$ cat config.mk
export PLATFORM = sky130hd
export DESIGN_NAME = integer_byte_packer_flat
export DESIGN_NICKNAME = d
export VERILOG_FILES = /design/src/rtl/ibp_pkg.sv /design/src/rtl/ibp_in_if.sv /design/src/rtl/ibp_out_if.sv /design/src/rtl/ibp_serializer.sv /design/src/rtl/integer_byte_packer.sv /design/src/flat_wrapper.sv
export SDC_FILE = /design/constraint.sdc
export NUM_CORES = 1
export LEC_CHECK = 0
export ABC_CLOCK_PERIOD_IN_PS = 2450
export BUFFER_PORTS_ARGS = -buffer_cell sky130_fd_sc_hd__buf_2
export CAP_MARGIN = 20
export CORE_UTILIZATION = 45
export DETAILED_ROUTE_END_ITERATION = 8
export MAX_ROUTING_LAYER = met4
export PLACE_DENSITY = 0.62
export SYNTH_ARGS = -nofsm -noshare
export SYNTH_HDL_FRONTEND = slang
export SYNTH_SLANG_ARGS = --single-unit
export TNS_END_PERCENT = 1
$ cat constraint.sdc
create_clock -name clk -period 2.45 [get_ports clk]
set_clock_uncertainty 0.05 [all_clocks]
set_input_delay 0.245 -clock clk [delete_from_list [all_inputs] [get_ports clk]]
set_output_delay 0.245 -clock clk [all_outputs]
set_load 0.02 [all_outputs]
$ cat src/rtl/ibp_pkg.sv
// ----------------------------------------------------------------------------
// Integer byte packer package
// Shared constants, codes, types and the value extension function.
// ----------------------------------------------------------------------------
package ibp_pkg;

	// Width of the value word and the number of bits that really count.
	localparam int WORD_BITS  = 64;
	localparam int VALUE_BITS = 64;
	localparam int BYTE_BITS  = 8;
	localparam int WORD_BYTES = WORD_BITS / BYTE_BITS;
	localparam int BER_BITS   = 7;
	localparam int BER_GROUPS = (WORD_BITS - 1 + BER_BITS - 1) / BER_BITS;

	// Operation codes.
	localparam logic [1:0] OP_UTF8  = 2'd0;
	localparam logic [1:0] OP_FIXED = 2'd1;
	localparam logic [1:0] OP_BER   = 2'd2;

	// Error codes.
	localparam logic [1:0] ERR_NONE = 2'd0;
	localparam logic [1:0] ERR_UTF8 = 2'd1;
	localparam logic [1:0] ERR_BER  = 2'd2;

	// How the serializer takes bytes out of its shift register.
	typedef enum logic [1:0] {
		MODE_MSB8,
		MODE_LSB8,
		MODE_BER
	} ibp_mode_t;

	// Load command from the decoder to the serializer.
	typedef struct packed {
		ibp_mode_t             mode;
		logic [WORD_BITS-1:0] data;
		logic [3:0]           count;
		logic [2:0]           skip;
		logic [1:0]           err;
	} ibp_load_t;

	// Sign-extend the value from bit VALUE_BITS-1.
	function automatic logic [WORD_BITS-1:0] ext_value(input logic [WORD_BITS-1:0] raw);
		logic [WORD_BITS-1:0] mask;
		logic [WORD_BITS-1:0] r;
		mask = {WORD_BITS{1'b1}} >> (WORD_BITS - VALUE_BITS);
		r = raw & mask;
		if (raw[VALUE_BITS-1]) begin
			r = r | ~mask;
		end
		return r;
	endfunction

endpackage

$ cat src/rtl/ibp_in_if.sv
// ----------------------------------------------------------------------------
// Integer byte packer input channel
// Valid/ready channel that carries one packing request per beat.
// ----------------------------------------------------------------------------
interface ibp_in_if;
	logic              valid;
	logic              ready;
	logic [1:0]        operation;
	logic signed [63:0] value;
	logic [3:0]        byte_count;
	logic              big_endian;

	modport source (output valid, output operation, output value, output byte_count,
		output big_endian, input ready);
	modport sink (input valid, input operation, input value, input byte_count,
		input big_endian, output ready);
endinterface

$ cat src/rtl/ibp_out_if.sv
// ----------------------------------------------------------------------------
// Integer byte packer output channel
// Valid/ready channel that carries one packed byte per beat.
// ----------------------------------------------------------------------------
interface ibp_out_if;
	logic       valid;
	logic       ready;
	logic [7:0] out_byte;
	logic       last;
	logic [1:0] error_code;

	modport source (output valid, output out_byte, output last, output error_code,
		input ready);
	modport sink (input valid, input out_byte, input last, input error_code,
		output ready);
endinterface

$ cat src/rtl/ibp_serializer.sv
// ----------------------------------------------------------------------------
// Integer byte packer serializer
// Shift register that drops leading digits and then sends one byte per beat.
// ----------------------------------------------------------------------------
module ibp_serializer
	import ibp_pkg::*;
(
	input  logic         clk,
	input  logic         arst_n,
	input  logic         load,
	input  ibp_load_t    cmd,
	output logic         idle,
	ibp_out_if.source    result
);

	typedef enum logic [1:0] {
		ST_IDLE,
		ST_SKIP,
		ST_EMIT
	} state_t;

	state_t               state_q;
	ibp_mode_t            mode_q;
	logic [WORD_BITS-1:0] sr_q;
	logic [3:0]           cnt_q;
	logic [2:0]           skip_q;
	logic [1:0]           err_q;

	logic [WORD_BITS-1:0] sr_next;
	logic [7:0]           byte_now;
	logic                 skip_go;
	logic                 is_last;

	// Byte at the head of the shift register and the shifted register.
	always_comb begin
		case (mode_q)
			MODE_LSB8: begin
				byte_now = sr_q[BYTE_BITS-1:0];
				sr_next  = sr_q >> BYTE_BITS;
			end
			MODE_BER: begin
				byte_now = {(cnt_q > 4'd1), sr_q[WORD_BITS-1 -: BER_BITS]};
				sr_next  = sr_q << BER_BITS;
			end
			default: begin
				byte_now = sr_q[WORD_BITS-1 -: BYTE_BITS];
				sr_next  = sr_q << BYTE_BITS;
			end
		endcase
	end

	// A BER group is dropped while it is zero and not the final one.
	always_comb begin
		if (mode_q == MODE_BER) begin
			skip_go = (cnt_q > 4'd1) && (sr_q[WORD_BITS-1 -: BER_BITS] == '0);
		end else begin
			skip_go = (skip_q != 3'd0);
		end
	end

	assign is_last = (cnt_q == 4'd1);

	// Sequencer: load, drop leading digits, then one byte per beat.
	always_ff @(posedge clk or negedge arst_n) begin
		if (!arst_n) begin
			state_q <= ST_IDLE;
			mode_q  <= MODE_MSB8;
			sr_q    <= '0;
			cnt_q   <= '0;
			skip_q  <= '0;
			err_q   <= ERR_NONE;
		end else begin
			case (state_q)
				ST_IDLE: begin
					if (load) begin
						mode_q  <= cmd.mode;
						sr_q    <= cmd.data;
						cnt_q   <= cmd.count;
						skip_q  <= cmd.skip;
						err_q   <= cmd.err;
						state_q <= ST_SKIP;
					end
				end
				ST_SKIP: begin
					if (skip_go) begin
						sr_q <= sr_next;
						if (mode_q == MODE_BER) begin
							cnt_q <= cnt_q - 4'd1;
						end else begin
							skip_q <= skip_q - 3'd1;
						end
					end else begin
						state_q <= ST_EMIT;
					end
				end
				ST_EMIT: begin
					if (result.ready) begin
						if (is_last) begin
							state_q <= ST_IDLE;
						end else begin
							sr_q  <= sr_next;
							cnt_q <= cnt_q - 4'd1;
						end
					end
				end
				default: begin
					state_q <= ST_IDLE;
				end
			endcase
		end
	end

	assign idle              = (state_q == ST_IDLE);
	assign result.valid      = (state_q == ST_EMIT);
	assign result.out_byte   = byte_now;
	assign result.last       = is_last;
	assign result.error_code = err_q;

endmodule

$ cat src/rtl/integer_byte_packer.sv
// ----------------------------------------------------------------------------
// Integer byte packer
// Packs a signed integer as UTF-8, fixed-width bytes or a BER varint.
// ----------------------------------------------------------------------------
//  channel  direction  payload                                       beat
//  item     in         operation, value, byte_count, big_endian      one request
//  result   out        out_byte, last, error_code                    one byte
//
//  One request is held at a time. After a request is loaded, the serializer
//  shift register drops any leading digits, one digit per cycle, and then
//  sends one byte per accepted result beat. Reset clears the sequencer to
//  idle. A stalled result beat holds until it is taken.
// ----------------------------------------------------------------------------
module integer_byte_packer
	import ibp_pkg::*;
(
	input  logic      clk,
	input  logic      arst_n,
	ibp_in_if.sink    item,
	ibp_out_if.source result
);

	logic [WORD_BITS-1:0] v;
	logic [31:0]          utf_word;
	logic [3:0]           utf_count;
	logic [3:0]           fix_count;
	ibp_load_t            cmd;
	logic                 idle;
	logic                 load;

	assign v = ext_value(item.value);

	// UTF-8 forms, left aligned in a 32-bit word.
	always_comb begin
		if (v[31:0] < 32'd128) begin
			utf_word  = {v[7:0], 24'd0};
			utf_count = 4'd1;
		end else if (v[31:0] < 32'd2048) begin
			utf_word  = {3'b110, v[10:6], 2'b10, v[5:0], 16'd0};
			utf_count = 4'd2;
		end else if (v[31:0] < 32'd65536) begin
			utf_word  = {4'b1110, v[15:12], 2'b10, v[11:6], 2'b10, v[5:0], 8'd0};
			utf_count = 4'd3;
		end else begin
			utf_word  = {5'b11110, v[20:18], 2'b10, v[17:12], 2'b10, v[11:6],
				2'b10, v[5:0]};
			utf_count = 4'd4;
		end
	end

	// Fixed width: zero acts as one byte, counts above eight saturate.
	always_comb begin
		if (item.byte_count == 4'd0) begin
			fix_count = 4'd1;
		end else if (item.byte_count > 4'(WORD_BYTES)) begin
			fix_count = 4'(WORD_BYTES);
		end else begin
			fix_count = item.byte_count;
		end
	end

	// Decode the request into a load command for the serializer.
	always_comb begin
		cmd.mode  = MODE_MSB8;
		cmd.data  = '0;
		cmd.count = 4'd1;
		cmd.skip  = 3'd0;
		cmd.err   = ERR_NONE;
		case (item.operation)
			OP_UTF8: begin
				if (v[WORD_BITS-1:32] != '0) begin
					cmd.err = ERR_UTF8;
				end else begin
					cmd.data  = {utf_word, 32'd0};
					cmd.count = utf_count;
				end
			end
			OP_FIXED: begin
				cmd.data  = v;
				cmd.count = fix_count;
				if (item.big_endian) begin
					cmd.skip = 3'(4'(WORD_BYTES) - fix_count);
				end else begin
					cmd.mode = MODE_LSB8;
				end
			end
			OP_BER: begin
				if (v[WORD_BITS-1]) begin
					cmd.err = ERR_BER;
				end else begin
					cmd.mode  = MODE_BER;
					cmd.data  = {v[WORD_BITS-2:0], 1'b0};
					cmd.count = 4'(BER_GROUPS);
				end
			end
			default: begin
				cmd.err = ERR_NONE;
			end
		endcase
	end

	assign item.ready = idle;
	assign load       = item.valid && idle;

	ibp_serializer u_ser (
		.clk    (clk),
		.arst_n (arst_n),
		.load   (load),
		.cmd    (cmd),
		.idle   (idle),
		.result (result)
	);

	// An error answers with a single zero byte.
	assert property (@(posedge clk) disable iff (!arst_n)
		result.valid && (result.error_code != ERR_NONE)
		|-> result.last && (result.out_byte == 8'd0))
		else $error("error beat is not a single zero byte");

	// A request is never taken while a result beat is on offer.
	assert property (@(posedge clk) disable iff (!arst_n)
		item.valid && item.ready |-> !result.valid)
		else $error("request taken while a result is pending");

	// After a request is taken the block is busy in the next cycle.
	assert property (@(posedge clk) disable iff (!arst_n)
		item.valid && item.ready |=> !item.ready)
		else $error("second request taken back to back");

	// Once the final byte is taken the block is ready again.
	assert property (@(posedge clk) disable iff (!arst_n)
		result.valid && result.ready && result.last |=> item.ready && !result.valid)
		else $error("block not idle after the final byte");

endmodule
$ cat src/flat_wrapper.sv
// flat-port wrapper written by rule: the top's interface ports become plain ports
module integer_byte_packer_flat import ibp_pkg::*;
  (clk, arst_n, item_valid, item_operation, item_value, item_byte_count, item_big_endian, item_ready, result_valid, result_out_byte, result_last, result_error_code, result_ready);
  ibp_in_if item_i ();
  ibp_out_if result_i ();
  input  logic clk;
  input  logic arst_n;
  input wire logic [$bits(item_i.valid)-1:0] item_valid;
  input wire logic [$bits(item_i.operation)-1:0] item_operation;
  input wire logic [$bits(item_i.value)-1:0] item_value;
  input wire logic [$bits(item_i.byte_count)-1:0] item_byte_count;
  input wire logic [$bits(item_i.big_endian)-1:0] item_big_endian;
  output wire logic [$bits(item_i.ready)-1:0] item_ready;
  output wire logic [$bits(result_i.valid)-1:0] result_valid;
  output wire logic [$bits(result_i.out_byte)-1:0] result_out_byte;
  output wire logic [$bits(result_i.last)-1:0] result_last;
  output wire logic [$bits(result_i.error_code)-1:0] result_error_code;
  input wire logic [$bits(result_i.ready)-1:0] result_ready;
  assign item_i.valid = item_valid;
  assign item_i.operation = item_operation;
  assign item_i.value = item_value;
  assign item_i.byte_count = item_byte_count;
  assign item_i.big_endian = item_big_endian;
  assign item_ready = item_i.ready;
  assign result_valid = result_i.valid;
  assign result_out_byte = result_i.out_byte;
  assign result_last = result_i.last;
  assign result_error_code = result_i.error_code;
  assign result_i.ready = result_ready;
  integer_byte_packer u_core (.clk(clk), .arst_n(arst_n), .item(item_i), .result(result_i));
endmodule
; ---- After elaboration in Yosys (flattened, before gate mapping)
; Index checks and enable logic that the tools add are counted.
[totals]
reg_bits = 77
input_bits = 75
out_inout_bits = 13
word_cells = 85
[classes]
addsub = 3
n_lt_le_gt_ge = 5
n_reduce_logical = 15
eq_ne = 15
muxes = 41
[ops]
columns = cell, count
row1 = 64-bit two-way mux, 4
row2 = 68-bit one-hot mux with 3 select lines, 1
row3 = 64-bit one-hot mux with 3 select lines, 1
row4 = 64-bit one-hot mux with 2 select lines, 1
row5 = 70-bit two-way mux, 1
row6 = 68-bit two-way mux, 1
row7 = 32-bit two-way mux, 2
row8 = 4-bit two-way mux, 9
row9 = "32-bit by 12-bit < comparator with 1-bit output, second input constant", 1
row10 = "32-bit by 17-bit < comparator with 1-bit output, second input constant", 1
row11 = "32-bit by 8-bit < comparator with 1-bit output, second input constant", 1
row12 = 32-bit nonzero test, 1
row13 = 29-bit two-way mux, 1
row14 = 3-bit two-way mux, 6
row15 = 8-bit one-hot mux with 2 select lines, 1
row16 = "2-bit inequality test, second input constant", 6
row17 = 4-bit one-hot mux with 3 select lines, 1
row18 = 2-bit two-way mux, 5
row19 = 2-bit one-hot mux with 2 select lines, 2
row20 = 4-bit AND reduction, 2
row21 = 7-bit zero test, 1
row22 = "2-bit by 1-bit equality test with 1-bit output, second input constant", 3
row23 = "2-bit equality test, second input constant", 3
row24 = 2-bit one-hot mux with 3 select lines, 1
row25 = 17 further kinds, 23

; ---- Depth between registers and ports, before layout
[logic_depth]
ltp_word = 8
mapped_depth = 10
ltp_nobuf = 8

; ---- Cells and area by module
; A second synthesis with hierarchy kept.
[hier_totals]
hier_cells = 799
hier_area_um2 = 6846.6
[by_module_without_submodules]
columns = module, area_each_um2, cells_each, n_inst, seq_area_each_um2
row1 = ibp_serializer, 5202.5, 553, 1, 1926.8
row2 = integer_byte_packer, 1644.1, 246, 1, 0.0

; ---- Least setup slack after synthesis
; OpenSTA, ideal clock, no wires.
[synth_timing]
kind = reg2out
start = reg u_core.u_ser.mode_q[0]
end = out result_out_byte[1]
stages_incl_launch_ff = 10
t_required_ns = 2.155
arrival_ns = 2.130
path_slack_ns = 0.025
n_path_buf = 5
path_cell_list = dfrtp_1 -> inv_1 -> ha_1 -> clkbuf_1 -> clkbuf_1 -> buf_2 -> buf_2 -> clkbuf_1 -> nand2_1 -> o21ai_0
[synth_between]
elab_chain_cells = 2
word_cells_on_any_way = 3
classes_between = eq/ne: 2 / mux: 1
[synth_lines]
columns = element, line_no
row1 = start: declaration, ibp_serializer.sv:23  ; ibp_mode_t mode_q;
row2 = start signal: assignment, ibp_serializer.sv:76  ; mode_q <= cmd.mode;
row3 = 2-bit equality test or 2-bit by 1-bit equality test with 1-bit output (tied branches), ibp_serializer.sv:36  ; case (mode_q)
row4 = 8-bit one-hot mux with 2 select lines (*), ibp_serializer.sv:36
row5 = end: declaration, flat_wrapper.sv:15  ; output wire logic [$bits(result_i.out_byte)-1:0] result_out_byte;
; Every way passes the cells marked *; elsewhere a longest branch is shown, timed or not.

; ---- Worst setup path in the final report
[layout_timing]
start = reg u_core.u_ser.sr_q[57]
end = reg u_core.u_ser.sr_q[51]
[layout_between]
elab_chain_cells = 5
[layout_lines]
columns = element, line_no
row1 = start: declaration, ibp_serializer.sv:24  ; logic [WORD_BITS-1:0] sr_q;
row2 = start signal: assignment, ibp_serializer.sv:77  ; sr_q <= cmd.data;
row3 = start signal: assignment, ibp_serializer.sv:86  ; sr_q <= sr_next;
row4 = start signal: assignment, ibp_serializer.sv:101  ; sr_q <= sr_next;
row5 = 7-bit zero test, ibp_serializer.sv:55  ; skip_go = (cnt_q > 4'd1) && (sr_q[WORD_BITS-1 -: BER_BITS] == '0);
row6 = 1-bit logical AND, ibp_serializer.sv:55
row7 = 1-bit two-way mux, ibp_serializer.sv:54  ; if (mode_q == MODE_BER) begin
row8 = 2-bit inequality test (no source line), -
row9 = 5-bit AND reduction (no source line), -
; No other way between the ends.
; A chain may end at the register's enable or synchronous reset.

==> qor.yml <==
synth:
  syn_nets: 866
  ys_async_sr_fraction_pct: 100.0
  ys.warnings.count: 0
  synthCells: 776
  syn-cell-area_sq_um: 6213
  yosys.area_share.simple_pct: 19.47
  syn_avg_cell_area_sq_um: 8.007
  synth-seq-cells: 77
  yosys.area_share.adder_pct: 3.021
  synth_enable_flop_cells: 0
  ys_seq_area_share_pct: 31.01
  ys.flop_type: "dfrtp_1"
  synth_xor_xnor_area_share_pct: 0.1410
  synth_top_family_by_area: "compound AO/OA/AOI/OAI gates"
  synth_cell_types: 70
  yosys-mux-area-fraction_pct: 1.591
  synth-compound-area-share_pct: 38.12
worst_hold_path:
  hold_class: "input pin to flip-flop"
clock_network:
  cts.path.max_buffers: 2
  cts-root-buf: "clkbuf_16"
  clk_latency_ps: 360
  cts_htree_levels: 3
  cts.sinks: 77
  path_clk_slew_ps: 60
  post_cts_buffers: 0
  cts_tree: "built"
  cts_inserted_buffers: 9
global_routing:
  grt.busiest_layer: "met1"
  grt_pass1_wl_um: 39310
  grt_usage_pct: 37.97
  grt_overflow: 0
  met3_usage_pct: 5.703
  grt_max_degree: 53
  antenna_found_initial: 0
  grtUsageMet2_pct: 53.65
  use_met1_pct: 54.22
  first_global_vias: 6400
timing:
  post-route-min-period_ps: 2435
  rsz0062_at_grt: "yes"
  setup_viol: 0
  max_freq_mhz: 410.7
  hold_viol_final: 0
  min_period_over_period_pct: 99.38
  maxSlewHeadroom_pct: 50.22
  worst_slew_pin_slew_ps: 744.4
  setup_tns_ps: 0
  worst_hold_slack_ps: 56.35
  slew_viol_final: 0
placed_design:
  gp_congestion: 0.9544
  portBuffers: 87
  dp.cells: 1026
  detailed_place_hpwl_um: 19320
route:
  vias: 7053
  route.detailed.drc: 0
  drt-total-wl_um: 26010
  drt_iter0_drc: 1032
  dr.pass1.iters: 6
  avgViaCountPerCell: 6.756
  postRouteAntennaNets: 0
  detail_route.wl_per_cell_um: 24.92
critical_path:
  critPathLaunchType: "flip-flop"
  worstPathArrival_ps: 2650
  crit_fanout: 12
  worst_ep_required_time_ps: 2670
  path_class: "flip-flop to flip-flop"
  crit_path_end_kind: "flip-flop"
floorplanning:
  start_util_pct: 46.55
  core_area_sq_um: 13350
  rows: 42
  die_w_um: 119.5
  pin_count: 88
  dieArea_sq_um: 14280
  dieHeight_um: 119.5
finish:
  nNetsFinal: 953
  drive_above_1_share_pct: 23.04
  antennaDiodeCount: 0
  area.growth.synth_to_final_pct: 19.45
  fin_cells: 1044
flow_run:
  drv_cap: 0
pwr:
  ir_drop_v: 0.0007543
  powerDensity_nw_per_um2: 1245
  total_power_mw: 9.243
  leakage_nw: 2.940
run_status:
  status: "complete, no violations"
[metrics by stage]
stage               worst slack [ps]  instance area, sq um  utilization [%]
detailed placement            -171.2                  7062            52.91
CTS                           -18.04                  7403            55.46
global placement              -183.0                  7062            52.91
global route                  -66.02                  7422            55.61
floorplan                      24.66                  6213                -
finish                         15.27                  7422            55.61
[worst max-delay path: stages, from the launching register on]
cell,delay [ps]
dfrtp_1,460
nor4_2,370
buf_4,200
o2111a_2,300
o211ai_4,220
a2111oi_1,560
a21oi_1,90
o221ai_1,100
[synth_stat cells (all sizes together) (4+ instances only)]
master	number	area, sq um
a22o	12	105.1
a31oi	5	31.28
o21ai	102	514.2
dfrtp	77	1927
a22oi	49	367.9
mux2	7	78.83
nor2b	16	100.1
nand3	6	30.03
ha	15	187.7
a221o	7	70.07
nor2	30	135.1
nand2b	4	25.02
a21oi	56	280.3
or2	5	31.28
inv	25	93.84
nor4	19	188.9
o32ai	8	70.07
o22ai	4	25.02
a221oi	22	192.7
o211ai	4	40.03
and2	4	25.02
clkbuf	41	153.9
nor3	14	91.34
o31ai	11	87.58
buf	28	165.2
a222oi	28	280.3
o221ai	6	52.55
a2111oi	8	88.84
nand2	128	480.5
[cell families after synthesis]
group | Yosys count
AO/OA/AOI/OAI | 341
AND/OR/NAND/NOR | 239
buffers and inverters | 94
flip-flops | 77
adder cells (fa/ha/maj) | 15
multiplexers | 9
XOR/XNOR | 1
[cell type report]
class / instances / area, sq um
fill: 1303 / 5926
multi-input combinational: 606 / 3931
sequential: 77 / 1927
timing repair buffer: 144 / 942.2
clock buffer: 10 / 239.0
tap: 176 / 220.2
inverter: 25 / 93.84
clock inverter: 6 / 68.82
[state kept, by name, indices dropped and copies added, names as in the netlist]
signal	flops
u_core.u_ser.cnt_q	4
u_core.u_ser.mode_q	2
u_core.u_ser.result.error_code	2
u_core.u_ser.skip_q	3
u_core.u_ser.sr_q	64
u_core.u_ser.state_q	2
[layer usage]
layer	part of all wire, %	wire (um)
met5	0	0
met4	3.3	854
met3	9.4	2451
met2	44	11430
met1	43	11280
[path summary, 6_finish.rpt]
| check | start | end | slack [ps] | cells after the start |
|---|---|---|---|---|
| min | item_big_endian | u_core.u_ser.mode_q[0]$_DFFE_PN0P_ | 60 | 2 |
| max reg2reg | u_core.u_ser.sr_q[57]$_DFFE_PN0P_ | u_core.u_ser.sr_q[51]$_DFFE_PN0P_ | 20 | 7 |
| min in group asynchronous | arst_n | u_core.u_ser.sr_q[62]$_DFFE_PN0P_ | 380 | 2 |
| max | u_core.u_ser.sr_q[57]$_DFFE_PN0P_ | u_core.u_ser.sr_q[51]$_DFFE_PN0P_ | 20 | 7 |
| max in group asynchronous | arst_n | u_core.u_ser.cnt_q[0]$_DFFE_PN0P_ | 1320 | 3 |
| min reg2reg | u_core.u_ser.result.error_code[1]$_DFFE_PN0P_ | u_core.u_ser.result.error_code[1]$_DFFE_PN0P_ | 450 | 2 |
[power breakdown]
part | switching (mW) | internal [mW] | leakage (nW) | total [mW]
clock network | 0.603 | 0.825 | 0.149 | 1.43
registers | 0.744 | 1.77 | 1.03 | 2.51
logic | 3.40 | 1.91 | 1.76 | 5.31
total | 4.74 | 4.50 | 2.94 | 9.24
[cells in the final DEF (no fill, tap or decap), types with 4 or more instances in the layout]
master / synthesis / final
buf_2: 15 / 86
o22ai_1: 4 / 4
clkbuf_16: 0 / 9
nor4_2: 4 / 4
nand3_1: 6 / 6
nor3_1: 11 / 11
nor2b_1: 16 / 15
o32ai_1: 8 / 8
mux2_2: 7 / 7
ha_1: 15 / 13
o221ai_1: 6 / 6
nand2_1: 128 / 128
a222oi_1: 28 / 28
a21oi_1: 56 / 55
a22oi_1: 49 / 49
a22o_1: 12 / 12
o21ai_1: 15 / 15
a2111oi_0: 7 / 4
o31ai_1: 10 / 10
buf_4: 1 / 50
a221o_1: 7 / 7
inv_1: 24 / 24
a221oi_1: 22 / 22
buf_12: 0 / 5
nor4_1: 12 / 12
dfrtp_1: 77 / 77
nor2_1: 27 / 26
o21ai_0: 86 / 85
and2_1: 4 / 4
nand2b_1: 4 / 4
a31oi_1: 5 / 5
[repair_timing]
action,4_1_cts,5_1_grt
hold buffers,1,0
cloned,1,0
pin swaps,1,0
endpoints found under the setup margin,33,42
hold endpoints to repair,37,0
gates resized for setup,5,6
Power figures use the tool's default switching activity.
